==> src/char_stack_insert_after_defines.svh <==
// ----------------------------------------------------------------------------
// char_stack_insert_after_defines
// Assertion macros for the stack design.
// ----------------------------------------------------------------------------
`ifndef CHAR_STACK_INSERT_AFTER_DEFINES_SVH
`define CHAR_STACK_INSERT_AFTER_DEFINES_SVH

`ifndef SYNTHESIS

`define CSIA_ASSERT_IMPLIES(label, clk, rst, ante, cons) \
  label: assert property (@(posedge clk) disable iff (rst) (ante) |-> (cons)) \
    else $error("assertion failed");

`define CSIA_ASSERT_NEXT(label, clk, rst, ante, cons) \
  label: assert property (@(posedge clk) disable iff (rst) (ante) |=> (cons)) \
    else $error("assertion failed");

`else

`define CSIA_ASSERT_IMPLIES(label, clk, rst, ante, cons)

`define CSIA_ASSERT_NEXT(label, clk, rst, ante, cons)

`endif

`endif

==> src/csia_pkg.sv <==
// ----------------------------------------------------------------------------
// csia_pkg
// Types and constants of the byte stack with insert after first match.
// ----------------------------------------------------------------------------
package csia_pkg;

  localparam int DEPTH   = 16;
  localparam int IDX_W   = (DEPTH > 1) ? $clog2(DEPTH) : 1;
  localparam int CNT_W   = $clog2(DEPTH + 1);
  localparam int DATA_W  = 8;
  localparam int CMD_W   = 2;
  localparam int STAT_W  = 2;
  localparam int COUNT_W = 5;

  typedef enum logic [CMD_W-1:0] {
    CMD_PUSH   = 2'd0,
    CMD_INSERT = 2'd1,
    CMD_DUMP   = 2'd2
  } cmd_t;

  typedef enum logic [STAT_W-1:0] {
    ST_OK        = 2'd0,
    ST_FULL      = 2'd1,
    ST_NOT_FOUND = 2'd2,
    ST_EMPTY     = 2'd3
  } status_t;

  typedef enum logic [1:0] {
    OP_HOLD,
    OP_PUSH,
    OP_INSERT,
    OP_ROTATE
  } cell_op_t;

  typedef enum logic {
    S_IDLE,
    S_DUMP
  } state_t;

  typedef struct packed {
    cell_op_t          op;
    logic [DATA_W-1:0] item;
    logic [DATA_W-1:0] key;
    logic [DATA_W-1:0] top_data;
    logic [CNT_W-1:0]  fill;
  } cell_ctrl_t;

endpackage

==> src/csia_cell.sv <==
// ----------------------------------------------------------------------------
// csia_cell
// One stack slot: compares against the key, forwards the match chain and
// loads the new item, or shifts or rotates in the byte of the neighbor below.
// ----------------------------------------------------------------------------
module csia_cell
  import csia_pkg::*;
(
  input  logic              clk,
  input  logic [IDX_W-1:0]  idx,
  input  cell_ctrl_t        ctrl,
  input  logic [DATA_W-1:0] lower,
  input  logic              seen_in,
  input  logic              first_in,
  output logic              seen_out,
  output logic              first_out,
  output logic [DATA_W-1:0] data
);

  logic [DATA_W-1:0] data_next;
  logic              valid;
  logic              hit;
  logic              at_fill;

  assign valid     = CNT_W'(idx) < ctrl.fill;
  assign at_fill   = CNT_W'(idx) == ctrl.fill;
  assign hit       = valid && (data == ctrl.key);
  assign seen_out  = seen_in || hit;
  assign first_out = hit && !seen_in;

  always_comb begin
    data_next = data;
    case (ctrl.op)
      OP_PUSH: begin
        if (at_fill) data_next = ctrl.item;
      end
      OP_INSERT: begin
        if (first_in) begin
          data_next = ctrl.item;
        end else if (seen_in && (valid || at_fill)) begin
          data_next = lower;
        end
      end
      OP_ROTATE: begin
        if (idx == '0) begin
          data_next = ctrl.top_data;
        end else if (valid) begin
          data_next = lower;
        end
      end
      default: data_next = data;
    endcase
  end

  always_ff @(posedge clk) begin
    data <= data_next;
  end

endmodule

==> config.mk <==
export PLATFORM = sky130hd
export DESIGN_NAME = csia_cell
export DESIGN_NICKNAME = d
export VERILOG_FILES = /design/src/char_stack_insert_after_defines.svh /design/src/csia_pkg.sv /design/src/csia_cell.sv
export SDC_FILE = /design/constraint.sdc
export NUM_CORES = 1
export LEC_CHECK = 0
export CORE_AREA = 2 2 39 41
export DETAILED_ROUTE_END_ITERATION = 12
export DIE_AREA = 0 0 41 43
export DONT_BUFFER_PORTS = 1
export HOLD_SLACK_MARGIN = 0.08
export PLACE_DENSITY = 0.63
export SETUP_SLACK_MARGIN = 0.4
export SYNTH_ARGS = -nofsm -noshare
export SYNTH_HDL_FRONTEND = slang
export SYNTH_SLANG_ARGS = --single-unit
==> constraint.sdc <==
create_clock -name clk -period 4.05 [get_ports clk]
set_input_delay 1.215 -clock clk [delete_from_list [all_inputs] [get_ports clk]]
set_output_delay 1.215 -clock clk [all_outputs]
set_load 0.05 [all_outputs]
After elaboration in Yosys (flattened, before gate mapping)
Cells that the tools add are included.
Word-level totals
  register bits after elaboration: 8
  bits of input ports: 46
Operators by class
  $lt $le $gt $ge: 1
  eq/ne operators: 8
  multiplexer cells: 6
  reduce and logical (&&, ||, !) cells: 9
Operators with widths (number)
  8-bit two-way mux: 5
  8-bit one-hot mux with 3 select lines: 1
  8-bit equality test: 1
  3-bit != test, second input constant: 2
  4-bit by 5-bit equality test with 1-bit output: 1
  4-bit by 5-bit < comparator with 1-bit output: 1
  2-bit equality test, second input constant: 2
  4-bit logical NOT: 1
  4-bit AND reduction: 1
  1-bit logical AND: 3
  3-bit nonzero test: 1
  2-bit by 1-bit equality test with 1-bit output, second input constant: 1
  1-bit logical OR: 2
  2-bit != test, second input constant: 1
  1-bit logical NOT: 1

Logic depth before layout (Yosys ltp)
Gate-level depths: netlist of run 1.
  depth after elaboration: 6
  depth in mapped cells: 6
  gate-level depth less buffers: 6

Worst setup path before layout of run 1
No wires, ideal clock.
  path kind: input to output
  from: input ctrl[3] in the netlist's numbering
  to: output first_out
  arrival time: 2.838 ns
  required time: 2.835 ns
  path slack: -0.003 ns
  stages: 5
  buffers on the path: 0
  path through: inv_1 > ha_1 > a21oi_1 > o22ai_1 > nor3_1
Between the ends
  word-level cells in the longest chain between the ends: 3
RTL lines
  start: declaration: line csia_cell.sv:11  | input cell_ctrl_t ctrl,
  4-bit by 5-bit < comparator with 1-bit output: line csia_cell.sv:25  | assign valid = CNT_W'(idx) < ctrl.fill;
  1-bit logical AND: line csia_cell.sv:27  | assign hit = valid && (data == ctrl.key);
  1-bit logical AND: line csia_cell.sv:29  | assign first_out = hit && !seen_in;
  end: declaration: line csia_cell.sv:16  | output logic first_out,
No other way between the ends.

Worst setup path after layout of run 1
  from: input ctrl[3] in the netlist's numbering
  to: output seen_out
Between the ends
  word-level cells in the longest chain between the ends: 3
RTL lines
  4-bit by 5-bit < comparator with 1-bit output: line csia_cell.sv:25
  1-bit logical AND: line csia_cell.sv:27
  1-bit logical OR: line csia_cell.sv:28  | assign seen_out = seen_in || hit;
  end: declaration: line csia_cell.sv:15  | output logic seen_out,
No other way between the ends.

==> results.sh, run 1 <==
export IMPL_core_area_sq_um=1380
export IMPL_async_reset_ff_share_pct=0
export IMPL_vias=502
export IMPL_nets=118
export IMPL_worstPathMaxFanout=3
export IMPL_n_antenna_cell=0
export IMPL_cts_tree="done"
export IMPL_grt_ovfl_total=0
export IMPL_maxCapViolations=0
export IMPL_grt_pass1_wl_um=1840
export IMPL_grt_max_degree=10
export IMPL_largest_register="data"
export IMPL_met2_usage_pct=27.2
export IMPL_max_slew_margin_pct=51.3
export IMPL_startpoint_type="input port"
export IMPL_drc=0
export IMPL_synth_warning_count=0
export IMPL_avgSynthCellArea_sq_um=10.4
export IMPL_seq_area_frac_synth_pct=36.8
export IMPL_die_y_um=43
export IMPL_grt_usage_pct=15.4
export IMPL_start_util_pct=47.2
export IMPL_clk_path_buf_depth=2
export IMPL_first_global_vias=496
export IMPL_cts_buffers_inserted=3
export IMPL_synth_area_leaders="edfxtp_1, xor2_1, a22o_1"
export IMPL_critPathKind="in2out"
export IMPL_firstDrtPassIters=2
export IMPL_die_x_um=41
export IMPL_ir_drop_mv=0.138
export IMPL_drt_iter0_drc=3
export IMPL_postRouteAntennaNets=0
export IMPL_synth_enable_flop_cells=8
export IMPL_outcome="finished, final reports clean"
export IMPL_io_buffers=0
export IMPL_tightest_slew_ns=0.730
export IMPL_top_regs="data (8)"
export IMPL_ios=56
export IMPL_synth_top_area_cell="edfxtp_1"
export IMPL_area_growth_pct=7.85
export IMPL_hold_buffers=0
export IMPL_root_buffer="clkbuf_4"
export IMPL_p_total_uw=264
export IMPL_setup_viol=0
export IMPL_fin_tns_setup_ns=0
export IMPL_hp_class="in2reg"
export IMPL_placed_area_sq_um=682
export IMPL_ys_seq_elements=8
export IMPL_cts_setup_buffers=0
export IMPL_cts_resized=0
export IMPL_required_ns=2.83
export IMPL_met1_usage_pct=18.6
export IMPL_cp_end_kind="primary output"
export IMPL_finalHoldViolCount=0
export IMPL_via_per_inst=6.12
export IMPL_clock_fmax_mhz=283
export IMPL_largest_reg_flops=8
export IMPL_drive_gt1_share_pct=13.6
export IMPL_dieArea_sq_um=1760
export IMPL_path_clk_slew_ns=0.05
export IMPL_stdcell_area_sq_um=704
export IMPL_rsz0062_at_grt="no"
export IMPL_slew_viol_final=0
export IMPL_p_leak_nw=0.319
export IMPL_antenna_found_initial=0
export IMPL_fin_crit_ns=3.53
export IMPL_synth_top_area_share_pct=36.8
export IMPL_wl_per_cell_um=15.8
export IMPL_final_cell_mix="a21o_1, xor2_1, edfxtp_1"
export IMPL_syn_area_sq_um=653
export IMPL_synth_nets=113
export IMPL_synth_distinct_cells=22
export IMPL_met3_usage_pct=0
export IMPL_cts_sinks=8
export IMPL_synth_flop_cell="edfxtp_1"
export IMPL_rows=14
export IMPL_busiest_layer="met2"
export IMPL_syn_inst=63
export IMPL_cts_htree_levels=1
export IMPL_min_period_over_period_pct=87.2
export IMPL_gp_congestion=0.642
export IMPL_p_per_area_nw_per_um2=375
export IMPL_totalWireLength_um=1300
export IMPL_cp_arrival_ns=2.32
## synthesized netlist by cell type, drive strengths merged, types with 3 or more instances
cell type / instances
o21ai: 3
a22o: 8
a21oi: 3
ha: 4
a21o: 8
xor2: 8
nand2: 3
edfxtp: 8
nor4: 3
inv: 6
## cells by family after synthesis
group                      Yosys count  share of synthesized area (%)
AOI/OAI and AO/OA                   26                           29.9
and+or+nand+nor                     10                           10.3
xor gates and xnor gates             8                           10.7
DFF                                  8                           36.8
buffers and inverters                7                           4.60
adders and majority gates            4                           7.66
## routing by layer
metal / vias up / wire (um) / part of all wire, %
met3: 0 / 176 / 14
met2: 38 / 675 / 52
met4: 0 / 0 / 0
li1: 249 / - / -
met5: - / 0 / 0
met1: 215 / 448 / 34
## worst max-delay path: stages
cell      delay, ns
inv_1          0.02
ha_1           0.28
a21oi_1        0.14
o22ai_1        0.15
o21bai_2       0.51
## power breakdown
group | switching, mW | internal, mW | total (mW)
clock | 0.0220 | 0.0336 | 0.0556
combinational | 0.0231 | 0.0228 | 0.0459
sequential | 0.0543 | 0.109 | 0.163
total | 0.0994 | 0.165 | 0.264
## final cells by class
class	instances	area (sq um)
multi-input cells	48	392
flip-flops and latches	8	240
clock buffers	3	22.5
repair buffers	1	7.51
fillers	130	679
well taps	16	20.0
inverters	6	22.5
## through the flow
step                      hold WS [ns]  setup WS [ns]  instances  utilization (%)
after floorplan                   1.40          0.401         63                -
after global placement            1.41          0.529         79             49.3
after detailed placement          1.41          0.520         79             49.3
after CTS                         1.17          0.519         82             50.9
after global routing              1.17          0.461         82             50.9
final                             1.17          0.518         82             50.9
## path summary, 6_finish.rpt
| path | slack [ns] | from | cells past startpoint | end |
|---|---|---|---|---|
| setup / recovery | 0.52 | ctrl[3] | 5 | seen_out |
| hold / removal | 1.17 | lower[2] | 1 | data[2] |
Power figures use the tool's default switching activity.
==> run 2, diff against run 1 <==
==> constraint.sdc (replaced) <==
create_clock -name clk -period 4.05 [get_ports clk]
set_input_delay 0.2025 -clock clk [delete_from_list [all_inputs] [get_ports clk]]
set_output_delay 0.2025 -clock clk [all_outputs]
set_load 0.05 [all_outputs]
==> results.sh, run 2 (same netlist as run 1, synthesis figures left out) <==
export IMPL_outcome="finished, final reports clean"
export IMPL_ios=56
export IMPL_tightest_slew_ns=0.972
export IMPL_maxCapViolations=0
export IMPL_antenna_found_initial=0
export IMPL_first_global_vias=474
export IMPL_hp_class="in2reg"
export IMPL_setup_viol=0
export IMPL_p_per_area_nw_per_um2=380
export IMPL_cts_sinks=8
export IMPL_layout_cells_non_filler=82
export IMPL_fin_crit_ns=2.48
export IMPL_largest_reg_flops=8
export IMPL_slowest_delay_ns=0.78
export IMPL_max_slew_margin_pct=35.1
export IMPL_top_regs="data (8)"
export IMPL_clock_fmax_mhz=403
export IMPL_cp_end_kind="primary output"
export IMPL_cp_arrival_ns=2.28
export IMPL_required_ns=3.85
export IMPL_critPathKind="reg2out"
export IMPL_post_place_cells=79
export IMPL_drt_iter0_drc=6
export IMPL_crit_chain="xor2_1 -> nor4_1 -> nand2_1 -> o21bai_1"
export IMPL_finalHoldViolCount=0
export IMPL_cts_buffers_inserted=3
export IMPL_nFillCells=126
export IMPL_final_cell_mix="a21o_1, xor2_1, edfxtp_1"
export IMPL_die_x_um=41
export IMPL_firstDrtPassIters=4
export IMPL_n_antenna_cell=0
export IMPL_drc=0
export IMPL_fin_ws_ns=1.57
export IMPL_cts_htree_levels=1
export IMPL_worstHoldStart="lower[3]"
export IMPL_clk_path_buf_depth=2
export IMPL_vias=506
export IMPL_final_util_pct=50.3
export IMPL_rsz0062_at_grt="no"
export IMPL_gp_congestion=0.600
export IMPL_totalWireLength_um=1210
export IMPL_cts_resized=0
export IMPL_cts_setup_buffers=0
export IMPL_min_period_over_period_pct=61.3
export IMPL_fin_tns_setup_ns=0
export IMPL_crit_path_top_delay_cell="o21bai_1"
export IMPL_slew_viol_final=0
export IMPL_grt_max_degree=10
export IMPL_postRouteAntennaNets=0
export IMPL_hold_depth=1
export IMPL_p_leak_nw=0.314
export IMPL_root_buffer="clkbuf_4"
export IMPL_dpl_hpwl_um=1080
export IMPL_path_clk_slew_ns=0.05
export IMPL_die_y_um=43
export IMPL_preCtsSetupSlack_ns=1.80
export IMPL_start_util_pct=47.2
export IMPL_hold_end="data[3]"
export IMPL_hold_buffers=0
export IMPL_dieArea_sq_um=1760
export IMPL_grt_pass1_wl_um=1770
export IMPL_wl_per_cell_um=14.7
export IMPL_grt_ovfl_total=0
export IMPL_worstPathMaxFanout=2
export IMPL_nets=118
export IMPL_cts_tree="done"
export IMPL_core_area_sq_um=1380
export IMPL_grt_usage_pct=15.4
export IMPL_largest_register="data"
export IMPL_via_per_inst=6.17
export IMPL_ir_drop_mv=0.130
export IMPL_drive_gt1_share_pct=10.6
export IMPL_io_buffers=0
export IMPL_rows=14
export IMPL_startpoint_type="flop"
export IMPL_cp_startpoint="data[5]"
export IMPL_area_growth_pct=6.51
## run 2: final cells by class
type / count / area, sq um / share of cell area (%)
Clock buffer: 3 / 22.5 / 3.24
Inverter: 6 / 22.5 / 3.24
Timing Repair Buffer: 1 / 7.51 / 1.08
Tap cell: 16 / 20.0 / 2.88
Multi-Input combinational cell: 48 / 383 / 55.0
Sequential cell: 8 / 240 / 34.5
## run 2: worst max path at each step
stage | to | slack [ns]
after global routing | seen_out | 1.46
after CTS | seen_out | 1.53
after detailed placement | seen_out | 1.80
after global placement | seen_out | 1.79
final | seen_out | 1.57
after floorplan | first_out | 1.61
## run 2: power breakdown
group | switching (mW) | internal, mW | total (mW)
Sequential | 0.0536 | 0.109 | 0.162
Clock | 0.0236 | 0.0337 | 0.0573
Combinational | 0.0226 | 0.0225 | 0.0450
## run 2: stage by stage
stage	total power, mW	cell area, sq um	hold slack [ns]
4_1_cts	0.267	696	0.140
3_3_place_gp	0.209	673	0.397
6_report	0.264	696	0.144
5_1_grt	0.277	696	0.153
3_5_place_dp	0.210	673	0.392
2_1_floorplan	0.201	653	0.388
## run 2: worst max-delay path, delay by kind of cell, from the launching register on
kind | cells | cell delay (ns)
DFF | 1 | 0.61
AOI/OAI and AO/OA | 1 | 0.78
xor gates and xnor gates | 1 | 0.24
and+or+nand+nor | 2 | 0.41
## run 2: metal layers
metal,wire length (um),global-route usage [%]
met3,160,3.14
met2,571,22.8
met1,465,19.4
met4,10,10.0
met5,0,0
==> run 3, diff against run 2 <==
--- a/config.mk
+++ b/config.mk
@@ -5,12 +5,13 @@
 export SDC_FILE = /design/constraint.sdc
 export NUM_CORES = 1
 export LEC_CHECK = 0
+export ABC_AREA = 1
 export CORE_AREA = 2 2 39 41
 export DETAILED_ROUTE_END_ITERATION = 12
 export DIE_AREA = 0 0 41 43
 export DONT_BUFFER_PORTS = 1
 export HOLD_SLACK_MARGIN = 0.08
-export PLACE_DENSITY = 0.63
+export PLACE_DENSITY = 0.73
 export SETUP_SLACK_MARGIN = 0.4
 export SYNTH_ARGS = -nofsm -noshare
 export SYNTH_HDL_FRONTEND = slang
==> constraint.sdc (replaced) <==
create_clock -name clk -period 2.55 [get_ports clk]
set_input_delay 0.1275 -clock clk [delete_from_list [all_inputs] [get_ports clk]]
set_output_delay 0.1275 -clock clk [all_outputs]
set_load 0.05 [all_outputs]
==> results.sh, run 3 <==
export IMPL_outcome="finished, final reports clean"
export IMPL_antenna_found_initial=0
export IMPL_synth_top_area_share_pct=31.0
export IMPL_largest_reg_flops=8
export IMPL_n_antenna_cell=0
export IMPL_root_buffer="clkbuf_4"
export IMPL_p_leak_nw=0.360
export IMPL_cts_tree="done"
export IMPL_placed_area_sq_um=802
export IMPL_drive_gt1_share_pct=11.0
export IMPL_ys_seq_elements=8
export IMPL_synth_fa_ha_area_share_pct=6.46
export IMPL_cts_resized=0
export IMPL_ios=56
export IMPL_cts_setup_buffers=0
export IMPL_synth_most_common_cell="nand2_1"
export IMPL_startpoint_type="flop"
export IMPL_ir_drop_mv=0.225
export IMPL_rsz0062_at_grt="no"
export IMPL_dpl_hpwl_um=1260
export IMPL_rows=14
export IMPL_met2_usage_pct=26.9
export IMPL_met1_usage_pct=27.3
export IMPL_core_area_sq_um=1380
export IMPL_cts_htree_levels=1
export IMPL_busiest_layer="met1"
export IMPL_slew_viol_final=0
export IMPL_required_ns=2.42
export IMPL_cp_end_kind="primary output"
export IMPL_start_util_pct=56.0
export IMPL_cts_buffers_inserted=3
export IMPL_cp_arrival_ns=1.74
export IMPL_avgSynthCellArea_sq_um=7.38
export IMPL_final_cell_mix="nand2_1, inv_1, xnor2_1, edfxtp_1, o2111ai_1"
export IMPL_totalWireLength_um=1460
export IMPL_nets=161
export IMPL_synth_area_leaders="edfxtp_1, nand2_1, inv_1"
export IMPL_drc=0
export IMPL_p_total_uw=421
export IMPL_drt_iter0_drc=8
export IMPL_synthMuxAreaShare_pct=0
export IMPL_wl_per_cell_um=11.7
export IMPL_synth_compound_area_share_pct=14.7
export IMPL_clk_path_buf_depth=2
export IMPL_critPathKind="reg2out"
export IMPL_synthXorXnorAreaFrac_pct=9.05
export IMPL_firstDrtPassIters=4
export IMPL_die_x_um=41
export IMPL_vias=689
export IMPL_cts_sinks=8
export IMPL_first_global_vias=598
export IMPL_largest_register="data"
export IMPL_seq_area_frac_synth_pct=31.0
export IMPL_fin_crit_ns=1.87
export IMPL_synth_enable_flop_cells=8
export IMPL_grt_max_degree=10
export IMPL_area_growth_pct=6.46
export IMPL_top_regs="data (8)"
export IMPL_grt_pass1_wl_um=2280
export IMPL_dieArea_sq_um=1760
export IMPL_synth_simple_area_share_pct=28.6
export IMPL_syn_inst=105
export IMPL_synth_top_family_by_area="simple AND/OR/NAND/NOR gates"
export IMPL_max_slew_margin_pct=57.3
export IMPL_syn_area_sq_um=774
export IMPL_final_common_cell="nand2_1"
export IMPL_synth_warning_count=0
export IMPL_p_per_area_nw_per_um2=511
export IMPL_setup_viol=0
export IMPL_clock_fmax_mhz=536
export IMPL_synth_top_area_cell="edfxtp_1"
export IMPL_via_per_inst=5.51
export IMPL_async_reset_ff_share_pct=0
export IMPL_grt_ovfl_total=0
export IMPL_synth_flop_cell="edfxtp_1"
export IMPL_gp_congestion=0.698
export IMPL_postRouteAntennaNets=0
export IMPL_met3_usage_pct=2.62
export IMPL_grt_usage_pct=18.7
export IMPL_tightest_slew_ns=0.641
export IMPL_nFillCells=136
export IMPL_die_y_um=43
export IMPL_worstPathMaxFanout=2
export IMPL_io_buffers=0
export IMPL_hp_class="in2reg"
export IMPL_stdcell_area_sq_um=825
export IMPL_path_clk_slew_ns=0.05
export IMPL_synth_nets=155
export IMPL_min_period_over_period_pct=73.2
export IMPL_maxCapViolations=0
export IMPL_synth_distinct_cells=18
export IMPL_synth_common_cells="nand2_1, inv_1, edfxtp_1, xnor2_1, o2111ai_1"
export IMPL_finalHoldViolCount=0
export IMPL_hold_buffers=0
export IMPL_fin_tns_setup_ns=0
-- run 3: cell types whose count changed after synthesis, moves of 3 or more --
| cell | change |
|---|---|
| nor2_1 | +3 |
| xnor2_1 | +8 |
| inv_1 | +13 |
| nand3_1 | +5 |
| o2111ai_1 | +7 |
| xor2_1 | -8 |
| nand2_1 | +34 |
| a21o_1 | -8 |
| a22o_1 | -7 |
-- run 3: final timing paths --
kind                  startpoint        to  slack (ns)  depth (start not counted)
worst max-delay path     data[2]  seen_out        0.68                          5
worst min-delay path    lower[0]   data[0]         0.1                          2
-- run 3: per-layer routing --
metal | share of wire [%] | vias to the layer above | routed length (um)
li1 | - | 350 | -
met1 | 43 | 288 | 625
met2 | 46 | 48 | 664
met3 | 11 | 3 | 160
met4 | 0.55 | 0 | 8
met5 | 0 | - | 0
-- run 3: cell families (layout without fill, tap and decap cells) --
group / Yosys count / count (layout)
compound gates: 13 / 13
xor+xnor: 8 / 8
fa+ha+maj: 4 / 4
buf+inv: 21 / 25
flops: 8 / 8
simple gates: 51 / 51
-- run 3: cell type report --
| class | instances | area, sq um | area share (%) |
|---|---|---|---|
| Multi-Input combinational cell | 76 | 455 | 55.2 |
| Sequential cell | 8 | 240 | 29.1 |
| Clock buffer | 3 | 22.5 | 2.73 |
| Inverter | 21 | 78.8 | 9.56 |
| Timing Repair Buffer | 1 | 7.51 | 0.910 |
| Tap cell | 16 | 20.0 | 2.43 |
-- run 3: power breakdown --
part	switching (mW)	total, mW	internal, mW	leakage [nW]
clock	0.0398	0.0934	0.0536	0.0138
sequential	0.0725	0.241	0.169	0.0768
combinational	0.0478	0.0864	0.0386	0.269
-- run 3: through the flow --
stage	util [%]	setup WS, ns	hold slack, ns	cells
floorplan	-	0.700	0.328	105
global placement	58.0	0.807	0.340	122
detailed placement	58.0	0.755	0.349	122
CTS	59.6	0.659	0.0961	125
global route	59.6	0.548	0.121	125
finish	59.6	0.683	0.0966	125
-- run 3: worst max-delay path, cell delays in order (launching register included) --
cell and delay (ns):
edfxtp_1 0.61, xnor2_1 0.23, nand2_1 0.07, nor2_1 0.11
nand3b_1 0.10, nand2_1 0.37
